**src/rifsm_pkg.sv**
```systemverilog
// ----------------------------------------------------------------------------
// rifsm_pkg
// Types, codes and the transition table of the routing init sublayer FSM.
// ----------------------------------------------------------------------------
package rifsm_pkg;

    // circuit states
    localparam logic [2:0] ST_RUN      = 3'd0;
    localparam logic [2:0] ST_REJECTED = 3'd1;
    localparam logic [2:0] ST_DL_START = 3'd2;
    localparam logic [2:0] ST_INIT     = 3'd3;
    localparam logic [2:0] ST_VERIFY   = 3'd4;
    localparam logic [2:0] ST_COMPLETE = 3'd5;
    localparam logic [2:0] ST_OFF      = 3'd6;
    localparam logic [2:0] ST_HALT     = 3'd7;

    // item operation codes
    localparam logic [3:0] OP_TICK        = 4'd0;
    localparam logic [3:0] OP_INIT_MSG    = 4'd1;
    localparam logic [3:0] OP_VERIFY_MSG  = 4'd2;
    localparam logic [3:0] OP_START_DONE  = 4'd3;
    localparam logic [3:0] OP_START_ERR   = 4'd4;
    localparam logic [3:0] OP_OPER_ON     = 4'd5;
    localparam logic [3:0] OP_OPER_OFF    = 4'd6;
    localparam logic [3:0] OP_INVALID     = 4'd7;
    localparam logic [3:0] OP_REJECT_DONE = 4'd8;
    localparam logic [3:0] OP_DOWN_DONE   = 4'd9;
    localparam logic [3:0] OP_UP_DONE     = 4'd10;
    localparam logic [3:0] OP_LINE_DOWN   = 4'd11;

    // table events (rows)
    localparam logic [3:0] EV_INIT_VRFY   = 4'd0;
    localparam logic [3:0] EV_INIT_NOVRFY = 4'd1;
    localparam logic [3:0] EV_VERIFY      = 4'd2;
    localparam logic [3:0] EV_TIMEOUT     = 4'd3;
    localparam logic [3:0] EV_START_DONE  = 4'd4;
    localparam logic [3:0] EV_START_ERR   = 4'd5;
    localparam logic [3:0] EV_OPER_ON     = 4'd6;
    localparam logic [3:0] EV_OPER_OFF    = 4'd7;
    localparam logic [3:0] EV_INVALID     = 4'd8;
    localparam logic [3:0] EV_REJECT_DONE = 4'd9;
    localparam logic [3:0] EV_DOWN_DONE   = 4'd10;
    localparam logic [3:0] EV_UP_DONE     = 4'd11;

    // table actions
    localparam logic [2:0] ACT_NONE   = 3'd0;
    localparam logic [2:0] ACT_REINIT = 3'd1;
    localparam logic [2:0] ACT_STOP   = 3'd2;
    localparam logic [2:0] ACT_INIT   = 3'd3;
    localparam logic [2:0] ACT_VERIFY = 3'd4;

    // configuration register indexes
    localparam logic [1:0] CFG_OWN_AREA     = 2'd0;
    localparam logic [1:0] CFG_OWN_LEVEL    = 2'd1;
    localparam logic [1:0] CFG_MAX_NODE     = 2'd2;
    localparam logic [1:0] CFG_RECALL_TICKS = 2'd3;

    localparam logic [1:0] LEVEL_1      = 2'd1;
    localparam logic [1:0] LEVEL_2      = 2'd2;
    localparam logic [1:0] NODE_TYPE_L1 = 2'd2;

    // entry = {action, next state}, octal digits read as action then state
    localparam logic [5:0] TRANS_TABLE [0:11][0:7] = '{
        '{6'o01, 6'o01, 6'o02, 6'o44, 6'o12, 6'o12, 6'o06, 6'o07},
        '{6'o01, 6'o01, 6'o02, 6'o04, 6'o12, 6'o12, 6'o06, 6'o07},
        '{6'o01, 6'o01, 6'o02, 6'o12, 6'o05, 6'o12, 6'o06, 6'o07},
        '{6'o00, 6'o01, 6'o12, 6'o12, 6'o12, 6'o05, 6'o06, 6'o07},
        '{6'o01, 6'o01, 6'o33, 6'o12, 6'o12, 6'o12, 6'o06, 6'o07},
        '{6'o01, 6'o01, 6'o12, 6'o12, 6'o12, 6'o12, 6'o06, 6'o07},
        '{6'o00, 6'o01, 6'o02, 6'o03, 6'o04, 6'o05, 6'o01, 6'o12},
        '{6'o26, 6'o06, 6'o27, 6'o27, 6'o27, 6'o27, 6'o06, 6'o07},
        '{6'o01, 6'o01, 6'o02, 6'o12, 6'o12, 6'o12, 6'o06, 6'o07},
        '{6'o01, 6'o01, 6'o02, 6'o03, 6'o04, 6'o12, 6'o06, 6'o07},
        '{6'o00, 6'o12, 6'o02, 6'o03, 6'o04, 6'o05, 6'o07, 6'o07},
        '{6'o00, 6'o01, 6'o02, 6'o03, 6'o04, 6'o00, 6'o06, 6'o07}
    };

    typedef struct packed {
        logic [5:0]  own_area;
        logic [1:0]  own_level;
        logic [9:0]  max_node;
        logic [15:0] recall_ticks;
    } cfg_t;

    typedef struct packed {
        logic [2:0]  circuit_state;
        logic        recall_active;
        logic [15:0] recall_count;
    } ctl_state_t;

    typedef struct packed {
        logic [3:0]  operation;
        logic [5:0]  src_area;
        logic [9:0]  src_node;
        logic [1:0]  node_type;
        logic        verify_requested;
        logic        version_ok;
        logic [15:0] hello_timer;
    } item_t;

    typedef struct packed {
        logic [2:0]  new_state;
        logic        start_line;
        logic        stop_line;
        logic        send_init;
        logic        send_verify;
        logic        circuit_up;
        logic        circuit_down;
        logic        adjacency_init;
        logic [15:0] adj_address;
        logic [1:0]  adj_type;
        logic [15:0] adj_hello;
        logic        last;
    } res_t;

endpackage

```
**src/rifsm_in_if.sv**
```systemverilog
// ----------------------------------------------------------------------------
// rifsm_in_if
// Event item channel: valid/ready handshake plus the event payload.
// ----------------------------------------------------------------------------
interface rifsm_in_if;
    logic        valid;
    logic        ready;
    logic [3:0]  operation;
    logic [5:0]  src_area;
    logic [9:0]  src_node;
    logic [1:0]  node_type;
    logic        verify_requested;
    logic        version_ok;
    logic [15:0] hello_timer;

    modport source (
        output valid, operation, src_area, src_node, node_type,
               verify_requested, version_ok, hello_timer,
        input  ready
    );

    modport sink (
        input  valid, operation, src_area, src_node, node_type,
               verify_requested, version_ok, hello_timer,
        output ready
    );
endinterface

```
**src/rifsm_out_if.sv**
```systemverilog
// ----------------------------------------------------------------------------
// rifsm_out_if
// Result item channel: valid/ready handshake plus the result payload.
// ----------------------------------------------------------------------------
interface rifsm_out_if;
    logic        valid;
    logic        ready;
    logic [2:0]  new_state;
    logic        start_line;
    logic        stop_line;
    logic        send_init;
    logic        send_verify;
    logic        circuit_up;
    logic        circuit_down;
    logic        adjacency_init;
    logic [15:0] adj_address;
    logic [1:0]  adj_type;
    logic [15:0] adj_hello;
    logic        last;

    modport source (
        output valid, new_state, start_line, stop_line, send_init, send_verify,
               circuit_up, circuit_down, adjacency_init, adj_address, adj_type,
               adj_hello, last,
        input  ready
    );

    modport sink (
        input  valid, new_state, start_line, stop_line, send_init, send_verify,
               circuit_up, circuit_down, adjacency_init, adj_address, adj_type,
               adj_hello, last,
        output ready
    );
endinterface

```
**src/rifsm_eval.sv**
```systemverilog
// ----------------------------------------------------------------------------
// rifsm_eval
// Combinational event evaluation: one item against the current state.
// ----------------------------------------------------------------------------
module rifsm_eval (
    input  rifsm_pkg::cfg_t       cfg,
    input  rifsm_pkg::ctl_state_t cur,
    input  rifsm_pkg::item_t      item,
    output rifsm_pkg::ctl_state_t nxt,
    output rifsm_pkg::res_t       res0,
    output rifsm_pkg::res_t       res1,
    output logic                  two_results
);

    typedef struct packed {
        rifsm_pkg::ctl_state_t st;
        rifsm_pkg::res_t       r;
    } ev_out_t;

    function automatic ev_out_t apply_event(
        input logic [3:0]            ev,
        input rifsm_pkg::ctl_state_t st,
        input logic [15:0]           ticks
    );
        ev_out_t    o;
        logic [5:0] e;
        logic [2:0] ns;
        logic [2:0] act;
        e   = rifsm_pkg::TRANS_TABLE[ev][st.circuit_state];
        ns  = e[2:0];
        act = e[5:3];
        o.st = st;
        o.st.circuit_state = ns;
        o.r = '0;
        o.r.new_state = ns;
        case (act)
            rifsm_pkg::ACT_REINIT:
            begin
                // skipped while the recall timer runs
                if (!st.recall_active)
                begin
                    o.r.start_line     = 1'b1;
                    o.st.recall_active = 1'b1;
                    o.st.recall_count  = ticks;
                end
            end
            rifsm_pkg::ACT_STOP:   o.r.stop_line   = 1'b1;
            rifsm_pkg::ACT_INIT:   o.r.send_init   = 1'b1;
            rifsm_pkg::ACT_VERIFY: o.r.send_verify = 1'b1;
            default: ;
        endcase
        if (ns != st.circuit_state)
        begin
            if (ns == rifsm_pkg::ST_COMPLETE)
                o.r.circuit_up = 1'b1;
            else if (ns == rifsm_pkg::ST_REJECTED || ns == rifsm_pkg::ST_OFF)
                o.r.circuit_down = 1'b1;
        end
        return o;
    endfunction

    logic                  init_valid;
    logic [3:0]            ev_sel;
    rifsm_pkg::ctl_state_t tick_st;
    ev_out_t               a_main;
    ev_out_t               a_tick;
    ev_out_t               a_off;
    ev_out_t               a_on;

    always_comb
    begin
        init_valid = (item.src_node <= cfg.max_node) && (item.version_ok == 1'b1);
        if (cfg.own_level == rifsm_pkg::LEVEL_1 && item.src_area != cfg.own_area)
            init_valid = 1'b0;
        if (cfg.own_level == rifsm_pkg::LEVEL_2 && item.node_type == rifsm_pkg::NODE_TYPE_L1
            && item.src_area != cfg.own_area)
            init_valid = 1'b0;
    end

    always_comb
    begin
        case (item.operation)
            rifsm_pkg::OP_INIT_MSG:
                ev_sel = !init_valid ? rifsm_pkg::EV_INVALID :
                         (item.verify_requested ? rifsm_pkg::EV_INIT_VRFY
                                                : rifsm_pkg::EV_INIT_NOVRFY);
            rifsm_pkg::OP_VERIFY_MSG:  ev_sel = rifsm_pkg::EV_VERIFY;
            rifsm_pkg::OP_START_DONE:  ev_sel = rifsm_pkg::EV_START_DONE;
            rifsm_pkg::OP_START_ERR:   ev_sel = rifsm_pkg::EV_START_ERR;
            rifsm_pkg::OP_OPER_ON:     ev_sel = rifsm_pkg::EV_OPER_ON;
            rifsm_pkg::OP_OPER_OFF:    ev_sel = rifsm_pkg::EV_OPER_OFF;
            rifsm_pkg::OP_REJECT_DONE: ev_sel = rifsm_pkg::EV_REJECT_DONE;
            rifsm_pkg::OP_DOWN_DONE:   ev_sel = rifsm_pkg::EV_DOWN_DONE;
            rifsm_pkg::OP_UP_DONE:     ev_sel = rifsm_pkg::EV_UP_DONE;
            default:                   ev_sel = rifsm_pkg::EV_INVALID;
        endcase
    end

    // timer stopped first, so the timeout's reinit restarts it
    always_comb
    begin
        tick_st = cur;
        tick_st.recall_active = 1'b0;
        tick_st.recall_count  = '0;
    end

    assign a_main = apply_event(ev_sel, cur, cfg.recall_ticks);
    assign a_tick = apply_event(rifsm_pkg::EV_TIMEOUT, tick_st, cfg.recall_ticks);
    assign a_off  = apply_event(rifsm_pkg::EV_OPER_OFF, cur, cfg.recall_ticks);
    assign a_on   = apply_event(rifsm_pkg::EV_OPER_ON, a_off.st, cfg.recall_ticks);

    always_comb
    begin
        nxt  = cur;
        res0 = '0;
        res0.new_state = cur.circuit_state;
        res0.last = 1'b1;
        res1 = '0;
        two_results = 1'b0;
        case (item.operation)
            rifsm_pkg::OP_TICK:
            begin
                if (cur.recall_active)
                begin
                    if (cur.recall_count <= 16'd1)
                    begin
                        if (cur.circuit_state != rifsm_pkg::ST_RUN)
                        begin
                            nxt  = a_tick.st;
                            res0 = a_tick.r;
                            res0.last = 1'b1;
                        end
                        else
                        begin
                            nxt = tick_st;
                        end
                    end
                    else
                    begin
                        nxt.recall_count = cur.recall_count - 16'd1;
                    end
                end
            end
            rifsm_pkg::OP_INIT_MSG:
            begin
                nxt  = a_main.st;
                res0 = a_main.r;
                res0.last = 1'b1;
                if (init_valid)
                begin
                    res0.adjacency_init = 1'b1;
                    res0.adj_address    = {item.src_area, item.src_node};
                    res0.adj_type       = item.node_type;
                    res0.adj_hello      = item.hello_timer;
                end
            end
            rifsm_pkg::OP_VERIFY_MSG, rifsm_pkg::OP_START_DONE, rifsm_pkg::OP_START_ERR,
            rifsm_pkg::OP_OPER_ON, rifsm_pkg::OP_OPER_OFF, rifsm_pkg::OP_INVALID,
            rifsm_pkg::OP_REJECT_DONE, rifsm_pkg::OP_DOWN_DONE, rifsm_pkg::OP_UP_DONE:
            begin
                nxt  = a_main.st;
                res0 = a_main.r;
                res0.last = 1'b1;
            end
            rifsm_pkg::OP_LINE_DOWN:
            begin
                nxt  = a_on.st;
                res0 = a_off.r;
                res0.last = 1'b0;
                res1 = a_on.r;
                res1.last = 1'b1;
                two_results = 1'b1;
            end
            default: ;
        endcase
    end

endmodule

```
**src/rifsm_res_fifo.sv**
```systemverilog
// ----------------------------------------------------------------------------
// rifsm_res_fifo
// Small result queue; takes one or two results per cycle, gives one.
// ----------------------------------------------------------------------------
module rifsm_res_fifo #(
    parameter int DEPTH = 4
) (
    input  logic            clk,
    input  logic            rst_n,
    input  logic            push,
    input  logic            push_two,
    input  rifsm_pkg::res_t din0,
    input  rifsm_pkg::res_t din1,
    output logic            room,
    input  logic            pop,
    output logic            head_valid,
    output rifsm_pkg::res_t head
);

    localparam int PTR_W = (DEPTH > 1) ? $clog2(DEPTH) : 1;
    localparam int CNT_W = $clog2(DEPTH + 1);

    function automatic logic [PTR_W-1:0] ptr_inc(input logic [PTR_W-1:0] p);
        return (p == PTR_W'(DEPTH - 1)) ? '0 : p + 1'b1;
    endfunction

    rifsm_pkg::res_t   entries_reg [DEPTH];
    logic [PTR_W-1:0]  wr_ptr_reg, wr_ptr_next;
    logic [PTR_W-1:0]  rd_ptr_reg, rd_ptr_next;
    logic [CNT_W-1:0]  count_reg, count_next;

    assign room       = count_reg <= CNT_W'(DEPTH - 2);
    assign head_valid = count_reg != '0;
    assign head       = entries_reg[rd_ptr_reg];

    always_comb
    begin
        wr_ptr_next = wr_ptr_reg;
        if (push)
            wr_ptr_next = push_two ? ptr_inc(ptr_inc(wr_ptr_reg)) : ptr_inc(wr_ptr_reg);
        rd_ptr_next = pop ? ptr_inc(rd_ptr_reg) : rd_ptr_reg;
        count_next  = count_reg + CNT_W'({push & push_two, push & ~push_two})
                      - CNT_W'(pop);
    end

    always_ff @(posedge clk or negedge rst_n)
    begin
        if (!rst_n)
        begin
            wr_ptr_reg <= '0;
            rd_ptr_reg <= '0;
            count_reg  <= '0;
        end
        else
        begin
            wr_ptr_reg <= wr_ptr_next;
            rd_ptr_reg <= rd_ptr_next;
            count_reg  <= count_next;
        end
    end

    always_ff @(posedge clk)
    begin
        if (push)
        begin
            entries_reg[wr_ptr_reg] <= din0;
            if (push_two)
                entries_reg[ptr_inc(wr_ptr_reg)] <= din1;
        end
    end

endmodule

```
**src/routing_init_sublayer_fsm_unit.sv**
```systemverilog
// ----------------------------------------------------------------------------
// routing_init_sublayer_fsm_unit
// Routing-layer initialisation controller for one point-to-point circuit.
// ----------------------------------------------------------------------------
// One event item is taken per cycle whenever the result queue has room for
// two results; each item is evaluated in the cycle it is accepted (table
// lookup, init message checks, recall timer step) and its results enter the
// queue, showing on the result channel from the next cycle on. Most items
// give one result; line down gives two (operator off, then operator on, the
// second marked last), so it holds the result side for both. Without stalls
// or line downs, one item per cycle is sustained, set by the single-result port.
// Configuration is written through cfg_we/cfg_index/cfg_data, taking effect
// on the next item; write only while the block is idle.
module routing_init_sublayer_fsm_unit #(
    parameter int RES_DEPTH = 4
) (
    input  logic        clk,
    input  logic        rst_n,
    input  logic        cfg_we,
    input  logic [1:0]  cfg_index,
    input  logic [15:0] cfg_data,
    rifsm_in_if.sink    evt,
    rifsm_out_if.source res
);

    // register reset values
    localparam logic [5:0]  OWN_AREA_RST     = 6'd1;
    localparam logic [1:0]  OWN_LEVEL_RST    = 2'd2;
    localparam logic [9:0]  MAX_NODE_RST     = 10'd1023;
    localparam logic [15:0] RECALL_TICKS_RST = 16'd10;

    rifsm_pkg::cfg_t       cfg_reg;
    rifsm_pkg::ctl_state_t ctl_reg;
    rifsm_pkg::ctl_state_t ctl_next;
    rifsm_pkg::item_t      item;
    rifsm_pkg::res_t       res0;
    rifsm_pkg::res_t       res1;
    rifsm_pkg::res_t       head;
    logic                  two_results;
    logic                  room;
    logic                  accept;
    logic                  head_valid;

    // item gathered from the event channel
    always_comb
    begin
        item.operation        = evt.operation;
        item.src_area         = evt.src_area;
        item.src_node         = evt.src_node;
        item.node_type        = evt.node_type;
        item.verify_requested = evt.verify_requested;
        item.version_ok       = evt.version_ok;
        item.hello_timer      = evt.hello_timer;
    end

    assign evt.ready = room;
    assign accept    = evt.valid && room;

    rifsm_eval u_eval (
        .cfg         (cfg_reg),
        .cur         (ctl_reg),
        .item        (item),
        .nxt         (ctl_next),
        .res0        (res0),
        .res1        (res1),
        .two_results (two_results)
    );

    // circuit state and recall timer move only on an accepted item
    always_ff @(posedge clk or negedge rst_n)
    begin
        if (!rst_n)
        begin
            ctl_reg.circuit_state <= rifsm_pkg::ST_OFF;
            ctl_reg.recall_active <= 1'b0;
            ctl_reg.recall_count  <= '0;
        end
        else if (accept)
        begin
            ctl_reg <= ctl_next;
        end
    end

    // configuration registers, bits above each register's width dropped
    always_ff @(posedge clk or negedge rst_n)
    begin
        if (!rst_n)
        begin
            cfg_reg.own_area     <= OWN_AREA_RST;
            cfg_reg.own_level    <= OWN_LEVEL_RST;
            cfg_reg.max_node     <= MAX_NODE_RST;
            cfg_reg.recall_ticks <= RECALL_TICKS_RST;
        end
        else if (cfg_we)
        begin
            case (cfg_index)
                rifsm_pkg::CFG_OWN_AREA:     cfg_reg.own_area     <= cfg_data[5:0];
                rifsm_pkg::CFG_OWN_LEVEL:    cfg_reg.own_level    <= cfg_data[1:0];
                rifsm_pkg::CFG_MAX_NODE:     cfg_reg.max_node     <= cfg_data[9:0];
                rifsm_pkg::CFG_RECALL_TICKS: cfg_reg.recall_ticks <= cfg_data;
                default: ;
            endcase
        end
    end

    // result queue decouples the event side from a stalled result side
    rifsm_res_fifo #(
        .DEPTH (RES_DEPTH)
    ) u_res_fifo (
        .clk        (clk),
        .rst_n      (rst_n),
        .push       (accept),
        .push_two   (two_results),
        .din0       (res0),
        .din1       (res1),
        .room       (room),
        .pop        (head_valid && res.ready),
        .head_valid (head_valid),
        .head       (head)
    );

    assign res.valid          = head_valid;
    assign res.new_state      = head.new_state;
    assign res.start_line     = head.start_line;
    assign res.stop_line      = head.stop_line;
    assign res.send_init      = head.send_init;
    assign res.send_verify    = head.send_verify;
    assign res.circuit_up     = head.circuit_up;
    assign res.circuit_down   = head.circuit_down;
    assign res.adjacency_init = head.adjacency_init;
    assign res.adj_address    = head.adj_address;
    assign res.adj_type       = head.adj_type;
    assign res.adj_hello      = head.adj_hello;
    assign res.last           = head.last;

endmodule

```
**src/flat_wrapper.sv**
```systemverilog
// flat-port wrapper written by rule: the top's interface ports become plain ports
module routing_init_sublayer_fsm_unit_flat 
#(
    parameter int RES_DEPTH = 4
)
  (clk, rst_n, cfg_we, cfg_index, cfg_data, evt_valid, evt_operation, evt_src_area, evt_src_node, evt_node_type, evt_verify_requested, evt_version_ok, evt_hello_timer, evt_ready, res_valid, res_new_state, res_start_line, res_stop_line, res_send_init, res_send_verify, res_circuit_up, res_circuit_down, res_adjacency_init, res_adj_address, res_adj_type, res_adj_hello, res_last, res_ready);
  rifsm_in_if evt_i ();
  rifsm_out_if res_i ();
  input  logic clk;
  input  logic rst_n;
  input  logic cfg_we;
  input  logic [1:0] cfg_index;
  input  logic [15:0] cfg_data;
  input wire logic [$bits(evt_i.valid)-1:0] evt_valid;
  input wire logic [$bits(evt_i.operation)-1:0] evt_operation;
  input wire logic [$bits(evt_i.src_area)-1:0] evt_src_area;
  input wire logic [$bits(evt_i.src_node)-1:0] evt_src_node;
  input wire logic [$bits(evt_i.node_type)-1:0] evt_node_type;
  input wire logic [$bits(evt_i.verify_requested)-1:0] evt_verify_requested;
  input wire logic [$bits(evt_i.version_ok)-1:0] evt_version_ok;
  input wire logic [$bits(evt_i.hello_timer)-1:0] evt_hello_timer;
  output wire logic [$bits(evt_i.ready)-1:0] evt_ready;
  output wire logic [$bits(res_i.valid)-1:0] res_valid;
  output wire logic [$bits(res_i.new_state)-1:0] res_new_state;
  output wire logic [$bits(res_i.start_line)-1:0] res_start_line;
  output wire logic [$bits(res_i.stop_line)-1:0] res_stop_line;
  output wire logic [$bits(res_i.send_init)-1:0] res_send_init;
  output wire logic [$bits(res_i.send_verify)-1:0] res_send_verify;
  output wire logic [$bits(res_i.circuit_up)-1:0] res_circuit_up;
  output wire logic [$bits(res_i.circuit_down)-1:0] res_circuit_down;
  output wire logic [$bits(res_i.adjacency_init)-1:0] res_adjacency_init;
  output wire logic [$bits(res_i.adj_address)-1:0] res_adj_address;
  output wire logic [$bits(res_i.adj_type)-1:0] res_adj_type;
  output wire logic [$bits(res_i.adj_hello)-1:0] res_adj_hello;
  output wire logic [$bits(res_i.last)-1:0] res_last;
  input wire logic [$bits(res_i.ready)-1:0] res_ready;
  assign evt_i.valid = evt_valid;
  assign evt_i.operation = evt_operation;
  assign evt_i.src_area = evt_src_area;
  assign evt_i.src_node = evt_src_node;
  assign evt_i.node_type = evt_node_type;
  assign evt_i.verify_requested = evt_verify_requested;
  assign evt_i.version_ok = evt_version_ok;
  assign evt_i.hello_timer = evt_hello_timer;
  assign evt_ready = evt_i.ready;
  assign res_valid = res_i.valid;
  assign res_new_state = res_i.new_state;
  assign res_start_line = res_i.start_line;
  assign res_stop_line = res_i.stop_line;
  assign res_send_init = res_i.send_init;
  assign res_send_verify = res_i.send_verify;
  assign res_circuit_up = res_i.circuit_up;
  assign res_circuit_down = res_i.circuit_down;
  assign res_adjacency_init = res_i.adjacency_init;
  assign res_adj_address = res_i.adj_address;
  assign res_adj_type = res_i.adj_type;
  assign res_adj_hello = res_i.adj_hello;
  assign res_last = res_i.last;
  assign res_i.ready = res_ready;
  routing_init_sublayer_fsm_unit #(.RES_DEPTH(RES_DEPTH)) u_core (.clk(clk), .rst_n(rst_n), .cfg_we(cfg_we), .cfg_index(cfg_index), .cfg_data(cfg_data), .evt(evt_i), .res(res_i));
endmodule
```
**config.mk**
```make
export PLATFORM = sky130hd
export DESIGN_NAME = routing_init_sublayer_fsm_unit_flat
export DESIGN_NICKNAME = d
export VERILOG_FILES = /design/src/rifsm_pkg.sv /design/src/rifsm_in_if.sv /design/src/rifsm_out_if.sv /design/src/rifsm_eval.sv /design/src/rifsm_res_fifo.sv /design/src/routing_init_sublayer_fsm_unit.sv /design/src/flat_wrapper.sv
export SDC_FILE = /design/constraint.sdc
export NUM_CORES = 1
export LEC_CHECK = 0
export ABC_AREA = 0
export BUFFER_PORTS_ARGS = -buffer_cell sky130_fd_sc_hd__clkbuf_2
export CORE_UTILIZATION = 35
export CTS_BUF_LIST = sky130_fd_sc_hd__clkbuf_8
export CTS_CLUSTER_DIAMETER = 80
export DETAILED_ROUTE_END_ITERATION = 7
export GPL_ROUTABILITY_DRIVEN = 0
export PLACE_DENSITY = 0.57
export SETUP_SLACK_MARGIN = 0.1
export SLEW_MARGIN = 20
export SYNTH_ARGS = -nofsm -noshare
export SYNTH_HDL_FRONTEND = slang
export SYNTH_SLANG_ARGS = --single-unit
```
**constraint.sdc**
```tcl
create_clock -name clk -period 12.05 [get_ports clk]
set_clock_uncertainty 0.15 [all_clocks]
set_input_delay 1.8075 -clock clk [delete_from_list [all_inputs] [get_ports clk]]
set_output_delay 1.8075 -clock clk [all_outputs]
set_load 0.02 [all_outputs]
```
==> run metrics, run 1 <==
number of nets still failing antenna checks after routing 0; post-layout minimum cycle time 6575 ps; worst path setup slack after routing 5475 ps; setup TNS after final layout 0 ps; starting utilization of the core area 0.3591; number of I/O port buffers between 100 and 150; Area growth, synth to finish 15.60%; standby leakage power 5.421 nW; Cell Rows 66; residual overflow from global routing 0; RSZ-0062 raised after global routing false; height of the die around 190 um; IO Count 110; worst hold slack 301.8 ps; detailed placement HPWL between 20000 and 25000 um; # setup viols final 0; # resized after CTS 0; Synth Warn # 0; number of synthesized flops with an enable pin 40; DR vias roughly 9400; met2 Resource Use GR 0.3037; Most Crowded Layer GR met2; endpoint kind of the worst setup timing path flip-flop; CTS Sinks 241; Core Footprint 32780 um^2; longest individual stage delay on the worst path 400 ps; flip-flop and latch count after synthesis 241; power density relative to cell area 189.2 nW/um^2; global-route wire length before repair 52700 um; via count of the first global-routing pass about 9000; count of unresolved DRC violations after routing 0; share of final-layout standard cells stronger than drive strength 1 0.2578; clock buffers created by TritonCTS 43; most common cell in the netlist sky130_fd_sc_hd__dfxtp_1; number of cells on the worst hold path 1; total of hold buffers inserted after clock tree synthesis 0; max_cap viols 0; synthesized area per cell 11.12 um^2; H-tree lvl count 2; count of mapped cells out of synthesis about 1100; Net count, final 1251; Max Root-Sink Buffers 3; cell area after layout 13610 um^2; fillcell total between 3000 and 4000; class of the most critical setup path in -> reg; number of antenna violations at the first check in global routing 0; largest net degree at the start of global routing 62; type of origin of the critical path input pin; count of buffers added by post-CTS timing repair for setup 0; clock tree from TritonCTS done; Async S/R FF share, synth 0.2531; maximum fanout count along the critical path 8; Tcrit/Tclk final 0.5456; clock-pin slew on the worst setup and hold paths about 50 ps; drt pass-1 iters 5; Slew Limit Fails 0; post-placement cell area 12720 um^2; result of the run complete, no violations; Avg WL per Cell 20.75 um; source-to-sink clock delay at the later pin of the worst-skew pair 570 ps; DIE WIDTH 185.4 um; measured slew at the worst slew-check pin 1016 ps; clock root buffer sky130_fd_sc_hd__clkbuf_8; global-route usage over all layers 0.1991; antenna diode count 0; classification of the worst-slack hold path reg -> reg; number of flip-flops under the largest register name 180; Netlist cell types 81; slowest stage cell, crit path sky130_fd_sc_hd__a221o_2; netlist area before placement approximately 12000 um^2; Post-synth top cells 140 x sky130_fd_sc_hd__dfxtp_1, 137 x sky130_fd_sc_hd__a22o_1, 61 x sky130_fd_sc_hd__nor2_1, 59 x sky130_fd_sc_hd__nand2_1, 51 x sky130_fd_sc_hd__clkbuf_1; leading cell types by total area after synthesis sky130_fd_sc_hd__dfxtp_1 24%, sky130_fd_sc_hd__edfxtp_1 10%, sky130_fd_sc_hd__a22o_1 10%; GRT met3 Usage 0.04522; required time reported for the critical path endpoint approximately 12000 ps; setup slack after placement around 5000 ps; sum of routed wire length over all layers 33890 um; cell depth of the worst flop-to-flop path 19; number of DRC markers in iteration 0 834; Primary FF master, synth sky130_fd_sc_hd__dfxtp_1; arrival time of data at the critical path endpoint approximately 6700 ps; critical path, cell by cell clkbuf_2 > ha_1 > a21o_1 > a21o_1 > a221o_2 > a21boi_0 > nand2_1 > o22a_1 > inv_1 > ha_1 > inv_1 > a221o_1 > or2_2 > a221o_1 > nand4b_1 > nand3_1 > nor4b_1 > a31oi_1 > o22ai_1; GR Util met1 0.2724; VDD IR-drop max 0.07901 mV; sequential share of the synthesized area 0.4714; top cell type by total area after synthesis sky130_fd_sc_hd__dfxtp_1; area enclosed by the die boundary 34380 um^2; synthesized netlist net count approximately 1200; Vias/cell 5.729; share of Yosys cell area claimed by the top area cell type 0.2380; maximum clock frequency around 0.15 GHz; worst max-slew margin expressed relative to the limit 0.3225; final number of hold-violating endpoints 0
metrics by stage:
stage | std cells | utilization | power [mW]
3_3_place_gp | 1554 | 0.3880 | 1.800
5_1_grt | 1633 | 0.4152 | 2.719
2_1_floorplan | 1059 | - | 1.565
3_5_place_dp | 1554 | 0.3880 | 1.808
6_report | 1633 | 0.4152 | 2.576
4_1_cts | 1633 | 0.4152 | 2.606
logic make-up after synthesis:
kind of cell               count (synthesis)  synth area share
buffers and inverters                    113           0.04102
DFF                                      241            0.4714
AOI/OAI and AO/OA                        331            0.2180
muxes                                     84            0.1232
xor gates and xnor gates                  14           0.01041
and+or+nand+nor                          245            0.1024
adders and majority gates                 31           0.03358
layout by cell type (no fill, tap or decap), types with 7 or more instances in the layout:
master	Yosys	layout
sky130_fd_sc_hd__o31ai_1	9	9
sky130_fd_sc_hd__mux4_2	45	45
sky130_fd_sc_hd__inv_1	42	64
sky130_fd_sc_hd__a21oi_1	32	32
sky130_fd_sc_hd__ha_1	30	30
sky130_fd_sc_hd__clkbuf_2	0	109
sky130_fd_sc_hd__nand2_1	59	59
sky130_fd_sc_hd__o22ai_1	10	10
sky130_fd_sc_hd__nor3_1	31	31
sky130_fd_sc_hd__clkbuf_8	0	52
sky130_fd_sc_hd__a21o_1	13	13
sky130_fd_sc_hd__dfstp_2	16	16
sky130_fd_sc_hd__o21ai_0	42	42
sky130_fd_sc_hd__dfrtp_1	45	43
sky130_fd_sc_hd__o211ai_1	10	10
sky130_fd_sc_hd__mux2_2	36	36
sky130_fd_sc_hd__nand3_1	36	36
sky130_fd_sc_hd__edfxtp_1	40	40
sky130_fd_sc_hd__buf_4	2	15
sky130_fd_sc_hd__xnor2_1	12	12
sky130_fd_sc_hd__nand2b_1	9	9
sky130_fd_sc_hd__nor2_1	61	57
sky130_fd_sc_hd__a221o_1	9	9
sky130_fd_sc_hd__a22o_1	137	137
sky130_fd_sc_hd__nand4_1	7	7
sky130_fd_sc_hd__a22oi_1	9	9
sky130_fd_sc_hd__dfxtp_1	140	140
path summary, 6_finish.rpt:
kind | start | endpoint | slack [ps]
min reg2reg | u_core.u_res_fifo.entries_reg[1][35] | u_core.u_res_fifo.entries_reg[1][35] | 300
max | evt_src_node[3] | u_core.u_res_fifo.entries_reg[1][41] | 5480
max reg2reg | u_core.cfg_reg[19] | u_core.u_res_fifo.entries_reg[1][41] | 6280
min in group asynchronous | rst_n | u_core.cfg_reg[26] | 1260
min | u_core.u_res_fifo.entries_reg[1][35] | u_core.u_res_fifo.entries_reg[1][35] | 300
max in group asynchronous | rst_n | u_core.u_res_fifo.rd_ptr_reg[0] | 9840
power by group:
part	total, mW	switching [mW]	internal, mW
Combinational	0.724	0.428	0.297
Clock	0.787	0.352	0.435
Sequential	1.06	0.143	0.921
critical path, delay by kind of cell:
family          cells  cell delay (ps)
compound gates      9             2630
simple gates        5             1220
fa+ha+maj           2              670
buf+inv             3              360
final cells by class:
type / count / area, um^2 / area share
Timing Repair Buffer: 124 / 658.1 / 0.04835
Clock inverter: 27 / 175.2 / 0.01287
Sequential cell: 241 / 5555 / 0.4082
Tap cell: 442 / 553.0 / 0.04063
Multi-Input combinational cell: 705 / 5796 / 0.4258
Inverter: 42 / 157.7 / 0.01158
Clock buffer: 52 / 715.7 / 0.05258
metal layers:
metal / routed length, um / up-vias
met5: 0 / -
met4: 803 / 0
met3: 2764 / 72
met2: 15220 / 399
met1: 15100 / 4597
li1: - / 4288
(Power assumes the default switching activity.)
==> run 2, diff against run 1 <==
Clock period 12.05 ns to 6.6 ns, I/O delays scaled along.
==> run metrics, run 2 (same netlist as run 1, synthesis figures left out) <==
result of the run complete, no violations; clock-pin slew on the worst setup and hold paths 50 ps; global-route wire length before repair 52430 um; wire length on met2 15330 um; number of nets still failing antenna checks after routing 0; RSZ-0062 raised after global routing false; height of the die 185.4 um; Avg WL per Cell about 20 um; final number of hold-violating endpoints 0; Core Footprint 32780 um^2; measured slew at the worst slew-check pin 950.9 ps; Slew Limit Fails 0; clock tree from TritonCTS done; antenna diode count 0; total of hold buffers inserted after clock tree synthesis 0; highest routed metal layer met4; # resized after CTS 0; non-filler instance count after layout 1630; detailed placement HPWL about 22000 um; most frequent cells in the layout 140 x sky130_fd_sc_hd__dfxtp_1, 137 x sky130_fd_sc_hd__a22o_1, 109 x sky130_fd_sc_hd__clkbuf_2; most common library cell in the layout ignoring fill and taps sky130_fd_sc_hd__dfxtp_1; class of the most critical setup path in -> reg; maximum clock frequency 0.1762 GHz; max_cap viols 0; final core utilization 0.4139; DR vias 9325; number of DRC markers in iteration 0 about 720; drt pass-1 iters 6; critical path, cell by cell clkbuf_2 > ha_1 > a21o_1 > a21o_1 > a221o_2 > a21boi_0 > nand2_1 > o22a_1 > inv_1 > ha_1 > o21ai_0 > a221o_1 > or2_2 > a221o_1 > nand4b_1 > nand3_1 > nor4b_1 > a31oi_1 > o22ai_1; Max Root-Sink Buffers 3; total routed wire length on the met1 layer 15370 um; setup TNS after final layout 0 ps; # setup viols final 0; post-placement cell area about 13000 um^2; total instance count after detailed placement between 1500 and 2000; sum of routed wire length over all layers 33390 um; share of final-layout standard cells stronger than drive strength 1 0.2593; clock root buffer sky130_fd_sc_hd__clkbuf_8; source-to-sink clock delay at the later pin of the worst-skew pair 550 ps; Tcrit/Tclk final 0.8598; endpoint kind of the worst setup timing path flip-flop; H-tree lvl count 2; fillcell total between 3000 and 4000; longest individual stage delay on the worst path 400 ps; via count of the first global-routing pass 9059; type of origin of the critical path input pin; Area growth, synth to finish 15.26%; DIE WIDTH 185.4 um; post-layout minimum cycle time 5675 ps; cell area after layout 13570 um^2; Vias/cell 5.721; clock buffers created by TritonCTS 42; area enclosed by the die boundary 34380 um^2; classification of the worst-slack hold path reg -> reg; number of flip-flops under the largest register name 180; area of all sequential standard cells 5555 um^2; Cell Rows 66; required time reported for the critical path endpoint 6720 ps; detailed route wirelength on metal3 2092 um; residual overflow from global routing 0; Net count, final around 1300; slowest stage cell, crit path sky130_fd_sc_hd__a221o_2; VDD IR-drop max 0.1660 mV; area of combinational cells with multiple inputs roughly 5800 um^2; starting utilization of the core area 0.3591; count of buffers added by post-CTS timing repair for setup 0; IO Count 110; number of antenna violations at the first check in global routing 0; maximum fanout count along the critical path 8; standby leakage power roughly 5.4 nW; global-route usage over all layers 0.1963; power density relative to cell area 339.8 nW/um^2; number of I/O port buffers 109; worst max-slew margin expressed relative to the limit 0.3647; arrival time of data at the critical path endpoint 5800 ps; largest net degree at the start of global routing just over 60; worst hold slack 306.3 ps; CTS Sinks 241; count of unresolved DRC violations after routing 0
[run 2: cell types whose count changed in the layout (fill, tap and decap cells not counted)]
cell                         before  now
sky130_fd_sc_hd__buf_16           0    1
sky130_fd_sc_hd__buf_4           15   17
sky130_fd_sc_hd__bufinv_16        2    1
sky130_fd_sc_hd__clkbuf_8        52   47
sky130_fd_sc_hd__clkinv_1         0    4
sky130_fd_sc_hd__clkinv_2         0    4
sky130_fd_sc_hd__clkinvlp_4       1    0
sky130_fd_sc_hd__inv_1           64   56
sky130_fd_sc_hd__inv_12           0    1
sky130_fd_sc_hd__inv_6            1    0
sky130_fd_sc_hd__inv_8            0    1
[run 2: worst max-delay path: cells and delay by family]
kind,cells,cell delay [ps]
AO/OA/AOI/OAI,10,2720
AND/OR/NAND/NOR,5,1160
adder cells (fa/ha/maj),2,690
buffers and inverters,2,240
[run 2: report_power, final]
group	switching [mW]	total (mW)	internal [mW]
Combinational	0.840	1.40	0.560
Clock	0.623	1.32	0.699
Sequential	0.206	1.89	1.68
Total	1.67	4.61	2.94
[run 2: final cells by class]
type	count	share of cell area
Multi-Input combinational cell	705	0.4271
Sequential cell	241	0.4094
Timing Repair Buffer	127	0.05163
Clock buffer	47	0.04767
Tap cell	442	0.04075
Clock inverter	26	0.01189
Inverter	42	0.01162
[run 2: per-layer routing]
metal,vias to the layer above,track usage
li1,4280,-
met3,57,0.03323
met4,0,0.05256
met1,4650,0.2706
met2,338,0.3163
met5,-,0
[run 2: final timing paths]
path,slack [ps],end,startpoint,depth (start not counted)
max,930,u_core.u_res_fifo.entries_reg[0][41],evt_src_node[3],19
min,310,u_core.u_res_fifo.entries_reg[1][35],u_core.u_res_fifo.entries_reg[1][35],1
max reg2reg,940,u_core.u_res_fifo.entries_reg[0][41],u_core.cfg_reg[19],19
min reg2reg,310,u_core.u_res_fifo.entries_reg[1][35],u_core.u_res_fifo.entries_reg[1][35],1
max in group asynchronous,5210,u_core.u_res_fifo.rd_ptr_reg[0],rst_n,2
min in group asynchronous,470,u_core.cfg_reg[29],rst_n,2
[run 2: metrics by stage]
step           power, mW  setup WS (ps)
2_1_floorplan      2.858           1306
3_3_place_gp       3.287          569.7
3_5_place_dp       3.301          398.3
4_1_cts            4.635          976.0
5_1_grt            4.881          600.2
6_report           4.612          925.3
==> run 3, diff against run 2 <==
Settings changed: BUFFER_PORTS_ARGS -buffer_cell sky130_fd_sc_hd__clkbuf_2 to -buffer_cell sky130_fd_sc_hd__buf_2.
==> run metrics, run 3 (same netlist as run 1, synthesis figures left out) <==
cell area after layout 13630 um^2; measured slew at the worst slew-check pin roughly 970 ps; drt pass-1 iters 6; detailed placement HPWL ~22000 um; number of flip-flops under the largest register name 180; Cell Rows 66; share of final-layout standard cells stronger than drive strength 1 0.2618; CTS Sinks 241; Max Root-Sink Buffers 3; maximum clock frequency ~0.18 GHz; VDD IR-drop max 0.1574 mV; non-filler instance count after layout 1630; number of cells on the worst hold path 1; type of origin of the critical path flip-flop; setup TNS after final layout 0 ps; count of buffers added by post-CTS timing repair for setup 0; critical path, cell by cell inv_1 > ha_1 > a21o_1 > a21o_1 > a221o_2 > a21boi_0 > nand2_1 > o22a_1 > inv_1 > ha_1 > o21ai_0 > a221o_1 > or2_2 > a221o_1 > nand4b_1 > nand3_1 > nor4b_1 > a31oi_1 > o22ai_1; power density relative to cell area 345.4 nW/um^2; final number of hold-violating endpoints 0; Slew Limit Fails 0; setup slack after placement 398.0 ps; clock root buffer sky130_fd_sc_hd__clkbuf_8; clock tree from TritonCTS done; source-to-sink clock delay at the later pin of the worst-skew pair 570 ps; fillcell total 3221; area enclosed by the die boundary 34380 um^2; most common library cell in the layout ignoring fill and taps sky130_fd_sc_hd__dfxtp_1; maximum fanout count along the critical path 8; class of the most critical setup path reg -> reg; # setup viols final 0; DR vias 9327; area of all sequential standard cells 5555 um^2; largest net degree at the start of global routing 62; required time reported for the critical path endpoint 6740 ps; cell family contributing the most delay on the critical path compound AO/OA/AOI/OAI gates; number of nets still failing antenna checks after routing 0; # resized after CTS 0; IO Count 110; area of combinational cells with multiple inputs 5796 um^2; starting utilization of the core area 0.3591; Area growth, synth to finish 15.79%; cell depth of the worst flop-to-flop path 19; longest individual stage delay on the worst path 530 ps; Avg WL per Cell 20.66 um; worst path setup slack after routing 892.2 ps; global-route usage over all layers 0.1992; clock-pin slew on the worst setup and hold paths 60 ps; Buffers & Inverters on Critical Path 2; global-route wire length before repair 52810 um; residual overflow from global routing 0; worst max-slew margin expressed relative to the limit 0.3522; Vias/cell between 5 and 6; number of I/O port buffers 109; clock buffers created by TritonCTS 42; slowest stage cell, crit path sky130_fd_sc_hd__dfstp_2; Reg-to-Reg End u_core.u_res_fifo.entries_reg[0][41]; terminating pin of the worst hold path u_core.u_res_fifo.entries_reg[3][35]; DIE WIDTH ~190 um; H-tree lvl count 2; count of unresolved DRC violations after routing 0; via count of the first global-routing pass 9237; endpoint kind of the worst setup timing path flip-flop; classification of the worst-slack hold path reg -> reg; Tcrit/Tclk final 0.8648; post-placement cell area 12730 um^2; Overall Power 4.709 mW; Net count, final 1253; RSZ-0062 raised after global routing false; Core Footprint 32780 um^2; post-layout minimum cycle time approximately 5700 ps; number of DRC markers in iteration 0 831; height of the die roughly 190 um; reg-to-reg startpoint u_core.cfg_reg[19]; reg-to-reg slack, setup 890 ps; most frequent cells in the layout 140 x sky130_fd_sc_hd__dfxtp_1, 137 x sky130_fd_sc_hd__a22o_1, 109 x sky130_fd_sc_hd__buf_2; max_cap viols 0; worst hold path startpoint u_core.u_res_fifo.entries_reg[3][35]; arrival time of data at the critical path endpoint 5850 ps; sum of routed wire length over all layers 33680 um; number of antenna violations at the first check in global routing 1; antenna diode count 0; total instance count after detailed placement 1556; total of hold buffers inserted after clock tree synthesis 0; standby leakage power 5.410 nW; result of the run complete, no violations
## run 3: cell types whose count changed in the layout (fill, tap and decap cells not counted), moves of 2 or more
cell | previous run | this run
sky130_fd_sc_hd__buf_2 | 0 | 109
sky130_fd_sc_hd__clkbuf_2 | 109 | 0
sky130_fd_sc_hd__bufinv_16 | 1 | 3
sky130_fd_sc_hd__clkbuf_8 | 47 | 49
sky130_fd_sc_hd__clkinv_2 | 4 | 2
sky130_fd_sc_hd__clkinvlp_4 | 0 | 2
sky130_fd_sc_hd__inv_1 | 56 | 54
## run 3: metal layers
metal	routed length [um]	GRT usage	vias up
met5	0	0	-
met4	695	0.05818	0
met3	2204	0.03401	54
met2	15590	0.3216	341
met1	15190	0.2720	4650
li1	-	-	4282
## run 3: worst max path at each step
stage | slack (ps) | endpoint | depth (start not counted) | start
final | 890 | u_core.u_res_fifo.entries_reg[0][41] | 19 | u_core.cfg_reg[19]
after global routing | 560 | u_core.u_res_fifo.entries_reg[1][41] | 19 | u_core.cfg_reg[19]
after CTS | 960 | u_core.u_res_fifo.entries_reg[0][41] | 19 | u_core.cfg_reg[19]
after detailed placement | 400 | u_core.u_res_fifo.entries_reg[0][41] | 19 | evt_src_node[3]
after global placement | 570 | u_core.u_res_fifo.entries_reg[0][41] | 19 | evt_src_node[3]
after floorplan | 1310 | u_core.u_res_fifo.entries_reg[0][41] | 18 | evt_src_node[3]
## run 3: stage by stage
step,utilization,hold WS (ps)
after floorplan,-,271.1
after global placement,0.3884,278.8
after detailed placement,0.3884,284.4
after CTS,0.4150,297.5
after global routing,0.4158,315.4
final,0.4158,294.7
## run 3: worst register-to-register path: stages (launching register included)
cell and delay (ps):
sky130_fd_sc_hd__dfstp_2 530, sky130_fd_sc_hd__inv_1 70, sky130_fd_sc_hd__ha_1 290, sky130_fd_sc_hd__a21o_1 180, sky130_fd_sc_hd__a21o_1 210, sky130_fd_sc_hd__a221o_2 400
sky130_fd_sc_hd__a21boi_0 270, sky130_fd_sc_hd__nand2_1 270, sky130_fd_sc_hd__o22a_1 340, sky130_fd_sc_hd__inv_1 110, sky130_fd_sc_hd__ha_1 350, sky130_fd_sc_hd__o21ai_0 140
sky130_fd_sc_hd__a221o_1 340, sky130_fd_sc_hd__or2_2 310, sky130_fd_sc_hd__a221o_1 320, sky130_fd_sc_hd__nand4b_1 140, sky130_fd_sc_hd__nand3_1 240, sky130_fd_sc_hd__nor4b_1 230
sky130_fd_sc_hd__a31oi_1 380, sky130_fd_sc_hd__o22ai_1 150
## run 3: cell type report
cell class,instances,area share
flip-flops and latches,241,0.4075
repair buffers,127,0.05139
well taps,442,0.04057
inverters,42,0.01156
clock buffers,49,0.04947
multi-input cells,705,0.4251
clock inverters,24,0.01441
## run 3: report_power, final
part	leakage (nW)	switching (mW)	internal (mW)
logic	2.75	0.824	0.562
clock network	0.483	0.622	0.798
registers	2.18	0.220	1.68
